### config.mk
export PLATFORM = sky130hd
export DESIGN_NAME = pen_report_orient_pressure_map_flat
export DESIGN_NICKNAME = d
export VERILOG_FILES = /design/src/rtl/porpm_pkg.sv /design/src/rtl/porpm_report_if.sv /design/src/rtl/porpm_result_if.sv /design/src/rtl/pen_report_orient_pressure_map.sv /design/src/flat_wrapper.sv
export SDC_FILE = /design/constraint.sdc
export NUM_CORES = 1
export LEC_CHECK = 0
export ABC_AREA = 1
export BUFFER_PORTS_ARGS = -buffer_cell sky130_fd_sc_hd__buf_2
export CAP_MARGIN = 20
export CORE_MARGIN = 2
export CORE_UTILIZATION = 55
export CTS_BUF_LIST = sky130_fd_sc_hd__clkbuf_16
export CTS_CLUSTER_SIZE = 25
export DETAILED_ROUTE_END_ITERATION = 8
export GPL_TIMING_DRIVEN = 0
export PLACE_DENSITY_LB_ADDON = 0.05
export SKIP_CTS_REPAIR_TIMING = 1
export SLEW_MARGIN = 40
export SYNTH_ARGS = -nofsm -noshare
export SYNTH_HDL_FRONTEND = slang
export SYNTH_SLANG_ARGS = --single-unit
### constraint.sdc
create_clock -name clk -period 5.7 [get_ports clk]
set_input_delay 0.57 -clock clk [delete_from_list [all_inputs] [get_ports clk]]
set_output_delay 0.57 -clock clk [all_outputs]
set_load 0.005 [all_outputs]
### src/rtl/porpm_pkg.sv
// ----------------------------------------------------------------------------
// porpm_pkg: shared types and constants for the pen report mapper
// Field widths, register codes and the square-root step used by the pipeline.
// ----------------------------------------------------------------------------
package porpm_pkg;

	localparam int unsigned BTN_W   = 3;
	localparam int unsigned COORD_W = 15;
	localparam int unsigned PRESS_W = 13;
	localparam int unsigned CFG_IDX_W  = 1;
	localparam int unsigned CFG_DATA_W = 3;

	localparam logic [COORD_W-1:0] COORD_MAX  = 15'd32767;
	localparam logic [PRESS_W-1:0] PRESS_MAX  = 13'd8191;
	localparam logic [PRESS_W-1:0] PRESS_ON   = 13'd4095;
	localparam logic [6:0]         SQRT_GAIN  = 7'd90;
	localparam logic [PRESS_W-1:0] BOOST_KNEE = 13'd6144;
	// ceil(2^17 / 3): exact floor division by three for values below 2^17
	localparam logic [15:0]        RECIP3     = 16'd43691;
	localparam int unsigned        RECIP3_SH  = 17;

	localparam logic [BTN_W-1:0] BTN_TIP     = 3'h1;
	localparam logic [BTN_W-1:0] BTN_BARREL  = 3'h2;
	localparam logic [BTN_W-1:0] BTN_BARREL2 = 3'h4;

	localparam logic [CFG_IDX_W-1:0] CFG_ORIENT = 1'd0;
	localparam logic [CFG_IDX_W-1:0] CFG_CURVE  = 1'd1;

	typedef enum logic [1:0] {
		ORIENT_NONE  = 2'd0,
		ORIENT_RIGHT = 2'd1,
		ORIENT_180   = 2'd2,
		ORIENT_LEFT  = 2'd3
	} orient_t;

	typedef enum logic [2:0] {
		CURVE_LINEAR = 3'd0,
		CURVE_ONOFF  = 3'd1,
		CURVE_SQRT   = 3'd2,
		CURVE_SQUARE = 3'd3,
		CURVE_BOOST  = 3'd4
	} curve_t;

	typedef struct packed {
		logic [PRESS_W-1:0] rem;
		logic [PRESS_W:0]   root;
	} sqrt_t;

	// One digit of the bit-by-bit floor square root; k selects bit 4^k.
	function automatic sqrt_t sqrt_step(sqrt_t st, int unsigned k);
		logic [PRESS_W:0] bitv;
		logic [PRESS_W:0] trial;
		sqrt_t            nx;
		bitv  = (PRESS_W+1)'(1) << (2 * k);
		trial = st.root + bitv;
		if ({1'b0, st.rem} >= trial) begin
			nx.rem  = st.rem - trial[PRESS_W-1:0];
			nx.root = (st.root >> 1) + bitv;
		end else begin
			nx.rem  = st.rem;
			nx.root = st.root >> 1;
		end
		return nx;
	endfunction

endpackage

### src/rtl/porpm_report_if.sv
// ----------------------------------------------------------------------------
// porpm_report_if: pen report channel
// Valid/ready channel carrying one decoded pen report.
// ----------------------------------------------------------------------------
interface porpm_report_if;
	logic                          valid;
	logic                          ready;
	logic [porpm_pkg::BTN_W-1:0]   button_bits;
	logic [porpm_pkg::COORD_W-1:0] x_position;
	logic [porpm_pkg::COORD_W-1:0] y_position;
	logic [porpm_pkg::PRESS_W-1:0] pressure_level;

	modport source (output valid, button_bits, x_position, y_position, pressure_level,
		input ready);
	modport sink (input valid, button_bits, x_position, y_position, pressure_level,
		output ready);
endinterface

### src/rtl/porpm_result_if.sv
// ----------------------------------------------------------------------------
// porpm_result_if: mapped pen result channel
// Valid/ready channel carrying button flags, mapped position and pressure.
// ----------------------------------------------------------------------------
interface porpm_result_if;
	logic                          valid;
	logic                          ready;
	logic                          tip_touch;
	logic                          barrel_button;
	logic                          second_barrel;
	logic [porpm_pkg::COORD_W-1:0] x_out;
	logic [porpm_pkg::COORD_W-1:0] y_out;
	logic [porpm_pkg::PRESS_W-1:0] pressure_shaped;

	modport source (output valid, tip_touch, barrel_button, second_barrel, x_out, y_out,
		pressure_shaped, input ready);
	modport sink (input valid, tip_touch, barrel_button, second_barrel, x_out, y_out,
		pressure_shaped, output ready);
endinterface

### src/rtl/pen_report_orient_pressure_map.sv
// ----------------------------------------------------------------------------
// pen_report_orient_pressure_map: pen report orientation and pressure mapper
// Remaps pen position by orientation and shapes pressure by a response curve.
// ----------------------------------------------------------------------------
// Usage:
//   report : sink channel, one decoded pen report per transfer.
//   result : source channel, one mapped result per accepted report, in order.
//   wr_en/wr_index/wr_data : register writes, index 0 orientation, index 1
//   pressure curve; write only while no report is in flight.
// A report passes through three register stages (orientation and products,
// square-root tail and division fix-up, gain multiply and output register)
// before its result is shown. Throughput is one report per cycle unless the
// receiver stalls; each stage takes a new item whenever it is empty or its
// successor advances, so bubbles collapse.
// Reset clears all valid bits and sets orientation none and linear curve.
// When the receiver stalls, the result stage holds; earlier stages fill up
// and report.ready drops once every stage is occupied. Nothing is dropped.
// ----------------------------------------------------------------------------
module pen_report_orient_pressure_map (
	input  logic                              clk,
	input  logic                              arst_n,
	porpm_report_if.sink                      report,
	porpm_result_if.source                    result,
	input  logic                              wr_en,
	input  logic [porpm_pkg::CFG_IDX_W-1:0]   wr_index,
	input  logic [porpm_pkg::CFG_DATA_W-1:0]  wr_data
);
	import porpm_pkg::*;

	// configuration
	orient_t      orient_q;
	logic [2:0]   curve_q;

	// stage handshake
	logic v1_s1, v2_s2, v3_s3;
	logic ld1, ld2, ld3;

	// stage 1
	logic [BTN_W-1:0]   btn_s1;
	logic [COORD_W-1:0] x_s1, y_s1;
	logic [PRESS_W-1:0] p_s1;
	logic [2*PRESS_W-1:0] sq_s1;
	logic [30:0]        boost_s1;
	logic               knee_s1;
	sqrt_t              rt_s1;

	// stage 2
	logic [BTN_W-1:0]   btn_s2;
	logic [COORD_W-1:0] x_s2, y_s2;
	logic [PRESS_W-1:0] pm_s2;
	logic [6:0]         root_s2;

	// stage 3 (output register)
	logic [BTN_W-1:0]   btn_s3;
	logic [COORD_W-1:0] x_s3, y_s3;
	logic [PRESS_W-1:0] po_s3;

	// combinational
	logic [COORD_W-1:0] x_map, y_map;
	sqrt_t              rt_head, rt_tail;
	logic [PRESS_W-1:0] sq_hi, sq_lo, sq_q, pm_next;
	logic [PRESS_W:0]   sq_sum;
	logic [PRESS_W-1:0] po_next;
	logic [13:0]        gain_prod;

	// configuration writes
	always_ff @(posedge clk or negedge arst_n) begin
		if (!arst_n) begin
			orient_q <= ORIENT_NONE;
			curve_q  <= CURVE_LINEAR;
		end else if (wr_en) begin
			case (wr_index)
				CFG_ORIENT: orient_q <= orient_t'(wr_data[1:0]);
				CFG_CURVE:  curve_q  <= wr_data;
				default: ;
			endcase
		end
	end

	// advance a stage when it is empty or its successor takes its item
	assign ld3 = !v3_s3 || result.ready;
	assign ld2 = !v2_s2 || ld3;
	assign ld1 = !v1_s1 || ld2;
	assign report.ready = ld1;

	always_ff @(posedge clk or negedge arst_n) begin
		if (!arst_n) begin
			v1_s1 <= 1'b0;
			v2_s2 <= 1'b0;
			v3_s3 <= 1'b0;
		end else begin
			if (ld1) v1_s1 <= report.valid;
			if (ld2) v2_s2 <= v1_s1;
			if (ld3) v3_s3 <= v2_s2;
		end
	end

	// stage 1: orientation, products and the upper square-root digits.
	// Reflection against full scale is a bitwise invert on 15 bits.
	always_comb begin
		case (orient_q)
			ORIENT_RIGHT: begin
				x_map = COORD_MAX - report.y_position;
				y_map = report.x_position;
			end
			ORIENT_180: begin
				x_map = COORD_MAX - report.x_position;
				y_map = COORD_MAX - report.y_position;
			end
			ORIENT_LEFT: begin
				x_map = report.y_position;
				y_map = COORD_MAX - report.x_position;
			end
			default: begin
				x_map = report.x_position;
				y_map = report.y_position;
			end
		endcase
	end

	always_comb begin
		rt_head.rem  = report.pressure_level;
		rt_head.root = '0;
		for (int k = 6; k >= 4; k--) begin
			rt_head = sqrt_step(rt_head, k);
		end
	end

	always_ff @(posedge clk) begin
		if (ld1) begin
			btn_s1   <= report.button_bits;
			x_s1     <= x_map;
			y_s1     <= y_map;
			p_s1     <= report.pressure_level;
			sq_s1    <= report.pressure_level * report.pressure_level;
			boost_s1 <= {report.pressure_level, 2'b00} * RECIP3;
			knee_s1  <= report.pressure_level >= BOOST_KNEE;
			rt_s1    <= rt_head;
		end
	end

	// stage 2: lower square-root digits, division fix-ups, curve select.
	// n / 8191 with n = a*8192 + b is a + ((a + b) >= 8191), since a + b
	// stays below twice the divisor.
	always_comb begin
		rt_tail = rt_s1;
		for (int k = 3; k >= 0; k--) begin
			rt_tail = sqrt_step(rt_tail, k);
		end
	end

	assign sq_hi  = sq_s1[2*PRESS_W-1:PRESS_W];
	assign sq_lo  = sq_s1[PRESS_W-1:0];
	assign sq_sum = {1'b0, sq_hi} + {1'b0, sq_lo};
	assign sq_q   = sq_hi + PRESS_W'(sq_sum >= {1'b0, PRESS_MAX});

	always_comb begin
		case (curve_q)
			CURVE_ONOFF:  pm_next = (p_s1 != '0) ? PRESS_ON : '0;
			CURVE_SQUARE: pm_next = sq_q;
			CURVE_BOOST:  pm_next = knee_s1 ? PRESS_MAX :
				boost_s1[RECIP3_SH +: PRESS_W];
			default:      pm_next = p_s1;
		endcase
	end

	always_ff @(posedge clk) begin
		if (ld2) begin
			btn_s2  <= btn_s1;
			x_s2    <= x_s1;
			y_s2    <= y_s1;
			pm_s2   <= pm_next;
			root_s2 <= rt_tail.root[6:0];
		end
	end

	// stage 3: gain on the square root, then hold in the output register
	assign gain_prod = root_s2 * SQRT_GAIN;
	assign po_next   = (curve_q == CURVE_SQRT) ? gain_prod[PRESS_W-1:0] : pm_s2;

	always_ff @(posedge clk) begin
		if (ld3) begin
			btn_s3 <= btn_s2;
			x_s3   <= x_s2;
			y_s3   <= y_s2;
			po_s3  <= po_next;
		end
	end

	assign result.valid           = v3_s3;
	assign result.tip_touch       = (btn_s3 & BTN_TIP) != '0;
	assign result.barrel_button   = (btn_s3 & BTN_BARREL) != '0;
	assign result.second_barrel   = (btn_s3 & BTN_BARREL2) != '0;
	assign result.x_out           = x_s3;
	assign result.y_out           = y_s3;
	assign result.pressure_shaped = po_s3;

	// an item in stage one moves into stage two when that stage loads
	a_advance: assert property (@(posedge clk) disable iff (!arst_n)
		(v1_s1 && ld2) |=> v2_s2)
		else $error("stage two lost an advancing item");

	// a stalled result stage keeps its item
	a_hold: assert property (@(posedge clk) disable iff (!arst_n)
		(v3_s3 && !result.ready) |=> (v3_s3 && $stable(po_s3) && $stable(x_s3)))
		else $error("output stage changed under stall");

	// square-root curve never exceeds 90 times the largest root
	a_sqrt_range: assert property (@(posedge clk) disable iff (!arst_n)
		(v3_s3 && curve_q == CURVE_SQRT) |-> (po_s3 <= PRESS_W'(8100)))
		else $error("square-root pressure out of range");

	// on/off curve gives only zero or the on level
	a_onoff: assert property (@(posedge clk) disable iff (!arst_n)
		(v3_s3 && curve_q == CURVE_ONOFF) |-> (po_s3 == '0 || po_s3 == PRESS_ON))
		else $error("on/off pressure not a legal level");

endmodule
### src/flat_wrapper.sv
// flat-port wrapper written by rule: the top's interface ports become plain ports
module pen_report_orient_pressure_map_flat import porpm_pkg::*;
  (clk, arst_n, wr_en, wr_index, wr_data, report_valid, report_button_bits, report_x_position, report_y_position, report_pressure_level, report_ready, result_valid, result_tip_touch, result_barrel_button, result_second_barrel, result_x_out, result_y_out, result_pressure_shaped, result_ready);
  porpm_report_if report_i ();
  porpm_result_if result_i ();
  input  logic clk;
  input  logic arst_n;
  input  logic wr_en;
  input  logic [porpm_pkg::CFG_IDX_W-1:0] wr_index;
  input  logic [porpm_pkg::CFG_DATA_W-1:0] wr_data;
  input wire logic [$bits(report_i.valid)-1:0] report_valid;
  input wire logic [$bits(report_i.button_bits)-1:0] report_button_bits;
  input wire logic [$bits(report_i.x_position)-1:0] report_x_position;
  input wire logic [$bits(report_i.y_position)-1:0] report_y_position;
  input wire logic [$bits(report_i.pressure_level)-1:0] report_pressure_level;
  output wire logic [$bits(report_i.ready)-1:0] report_ready;
  output wire logic [$bits(result_i.valid)-1:0] result_valid;
  output wire logic [$bits(result_i.tip_touch)-1:0] result_tip_touch;
  output wire logic [$bits(result_i.barrel_button)-1:0] result_barrel_button;
  output wire logic [$bits(result_i.second_barrel)-1:0] result_second_barrel;
  output wire logic [$bits(result_i.x_out)-1:0] result_x_out;
  output wire logic [$bits(result_i.y_out)-1:0] result_y_out;
  output wire logic [$bits(result_i.pressure_shaped)-1:0] result_pressure_shaped;
  input wire logic [$bits(result_i.ready)-1:0] result_ready;
  assign report_i.valid = report_valid;
  assign report_i.button_bits = report_button_bits;
  assign report_i.x_position = report_x_position;
  assign report_i.y_position = report_y_position;
  assign report_i.pressure_level = report_pressure_level;
  assign report_ready = report_i.ready;
  assign result_valid = result_i.valid;
  assign result_tip_touch = result_i.tip_touch;
  assign result_barrel_button = result_i.barrel_button;
  assign result_second_barrel = result_i.second_barrel;
  assign result_x_out = result_i.x_out;
  assign result_y_out = result_i.y_out;
  assign result_pressure_shaped = result_i.pressure_shaped;
  assign result_i.ready = result_ready;
  pen_report_orient_pressure_map u_core (.clk(clk), .arst_n(arst_n), .report(report_i), .result(result_i), .wr_en(wr_en), .wr_index(wr_index), .wr_data(wr_data));
endmodule
==> impl_metrics.toml <==
[clock_network]
htree_levels = 4
cts_root_buffer = "clkbuf_16"
cts_num_sinks = 199
clk_pin_slew_ns = 0.09
cts_buffers = 17
cts_tree = "yes"
clkLatencyLatePin_ns = 0.45
clockBufferDepth = 2

[setup_path]
crit_required_ns = 5.91
crit_path_end_kind = "flip-flop"
arrival_ns = 5.79
critPathSlowestCell = "edfxtp_1"
max_stage_delay_ns = 0.47
critPathMostFrequentCell = "nand2_2"
cp_top_family = "simple AND/OR/NAND/NOR gates"
crit_path_start_kind = "flip-flop"
cp_max_fo = 7
path_buf_inv = 5
critPathKind = "flip-flop to flip-flop"

[finish]
layout_commonest_cell = "inv_1"
drive_gt1_share_pct = 14.5
final_cell_mix = "393 x inv_1, 303 x nand2_1, 216 x ha_1"
fin_cells = 2411
n_antenna_cell = 0
nNetsFinal = 2430
area_growth_pct = 13.7

[drt]
first_pass_iters = 5
routed-via-count = 12600
viasPerCell = 5.22
routedWlPerCell_microns = 16.1
finalWirelength_microns = 38900
ant_nets = 0
drc = 0
drtIter0Drc = 703

[synthesis]
ys_ff_latch = 199
syn_area_sq_mm = 0.0178
yosys.area.top_type = "edfxtp_1"
seq_area_frac_synth_pct = 33.4
synthArstFlopShare_pct = 4.02
ys.flop_type = "edfxtp_1"
syn-num-nets = 2268
synthCells = 1834
synth_area_leaders = "edfxtp_1 32%, fa_1 17%, ha_1 16%"
synth_edf_count = 191
avgSynthCellArea_sq_um = 9.69
yosys_warnings = 0
synth_top_cell_area_share_pct = 32.3
synth_cell_types = 53

[sta]
finalMaxSlewViolations = 0
finalCritPeriodShare_pct = 97.8
hold_violations = 0
setup_viol_count_final = 0
rsz0062_at_grt = "true"
skew_ns = 0.0162
max_clock_freq_ghz = 0.179
setup_ws_ns = 0.126
slew_headroom_pct = 44.8
finalCriticalPeriod_ns = 5.57
finalHoldWorstSlack_ns = 0.294
worst_slew_pin_slew_ns = 0.828

[global_route]
grt_use_met3_pct = 3.13
grt_start_max_net_pins = 47
grt_overflow = 0
grt_antenna_before_repair = 0
first_global_vias = 12700
met2_usage_pct = 41.9
grt.busiest_layer = "met2"
grt_pass1_wl_microns = 63000
track_usage_pct = 24.0
grt_use_met1_pct = 31.5

[worst_hold_path]
hold_path_class = "primary input to flip-flop"

[pwr]
irDropWorstVdd_mv = 0.483
finalPower_mw = 10.8
swShare_pct = 45.9
power.density_mw_per_mm2 = 535
p_int_mw = 5.85
p_comb_share_pct = 65.3
p_sw_mw = 4.96
clock_power_share_pct = 11.8
power_leakage_nw = 10.2
seq_power_share_pct = 22.9

[die]
die_w_microns = 184
core-area_sq_mm = 0.0317
boundaryPins = 103
initial_core_util_pct = 56.0
die-height_microns = 184
fp.dieArea_sq_mm = 0.0338
rows = 65

[placement]
port_buffers = 102
place_hpwl_microns = 31700
gp_congestion = 0.902
post-place-ws_ns = -0.952
dp_cells = 2342

[flow_run]
cap_violations = 0

[run_status]
status = "complete, no violations"
[sequential cells by signal (all words and copies together) (netlist names), 5 cells and up]
signal,cells
u_core.boost_s1,13
u_core.x_s1,15
u_core.y_s1,15
u_core.result.x_out,15
u_core.result.y_out,15
u_core.root_s2,7
u_core.y_s2,15
u_core.rt_s1,16
u_core.x_s2,15
u_core.result.pressure_shaped,13
u_core.p_s1,5
u_core.pm_s2,13
u_core.sq_s1,24
[logic make-up after synthesis]
| group | count (synthesis) | share of synthesized area [%] |
|---|---|---|
| and+or+nand+nor | 506 | 12.5 |
| DFF | 199 | 33.4 |
| AOI/OAI and AO/OA | 211 | 6.81 |
| xor gates and xnor gates | 94 | 4.63 |
| other | 1 | 0.0211 |
| buffers and inverters | 443 | 9.40 |
| adders and majority gates | 379 | 33.2 |
| muxes | 1 | 0.0634 |
[path summary, 6_finish.rpt]
| kind | start | end | slack (ns) | cells after the start |
|---|---|---|---|---|
| max | u_core.rt_s1[22] | u_core.root_s2[0] | 0.13 | 38 |
| min | report_button_bits[0] | u_core.btn_s1[0] | 0.29 | 1 |
| max reg2reg | u_core.rt_s1[22] | u_core.root_s2[0] | 0.13 | 38 |
| min reg2reg | u_core.y_s1[14] | u_core.y_s2[14] | 0.41 | 0 |
| max in group asynchronous | arst_n | u_core.curve_q[0] | 5.01 | 2 |
| min in group asynchronous | arst_n | u_core.result.valid | 0.51 | 2 |
[layer usage]
| metal | part of all wire (%) | up-vias |
|---|---|---|
| li1 | - | 6225 |
| met1 | 44 | 5999 |
| met2 | 49 | 308 |
| met3 | 4.6 | 62 |
| met4 | 2.1 | 0 |
| met5 | 0 | - |
[power groups by stage]
stage          clock, mW  sequential (mW)  combinational [mW]
6_report            1.28             2.48                7.06
5_1_grt             1.35             2.51                8.09
4_1_cts             1.30             2.48                6.48
3_5_place_dp           0             2.51                6.42
3_3_place_gp           0             2.51                6.28
2_1_floorplan          0             2.44                4.95
[synth_stat cells (7+ instances only)]
library cell	instances
xnor2_1	23
nand4_1	16
a21oi_1	74
or2_2	8
clkbuf_1	29
dfrtp_1	8
nand2_1	313
xor2_1	71
edfxtp_1	191
nand3_1	47
o21ai_0	80
fa_1	154
nor3_1	16
o31ai_1	7
inv_1	406
a32oi_1	12
nor2_1	62
nand2_2	12
ha_1	225
[stage by stage]
step / TNS, ns / util (%) / instance area, sq um
after detailed placement: -7.51 / 59.6 / 18900
after floorplan: 0 / - / 17800
after global routing: -0.335 / 63.7 / 20200
after CTS: -2.45 / 61.6 / 19500
final: 0 / 63.7 / 20200
after global placement: -7.56 / 59.2 / 18800
[layout make-up]
class	instances	area [sq um]
fillers	2601	11500
well taps	402	503
clock buffers	17	425
multi-input cells	1192	10500
plain buffers	28	176
flip-flops and latches	199	5940
repair buffers	146	911
clock inverters	15	214
inverters	412	1560
(Power assumes the default switching activity.)
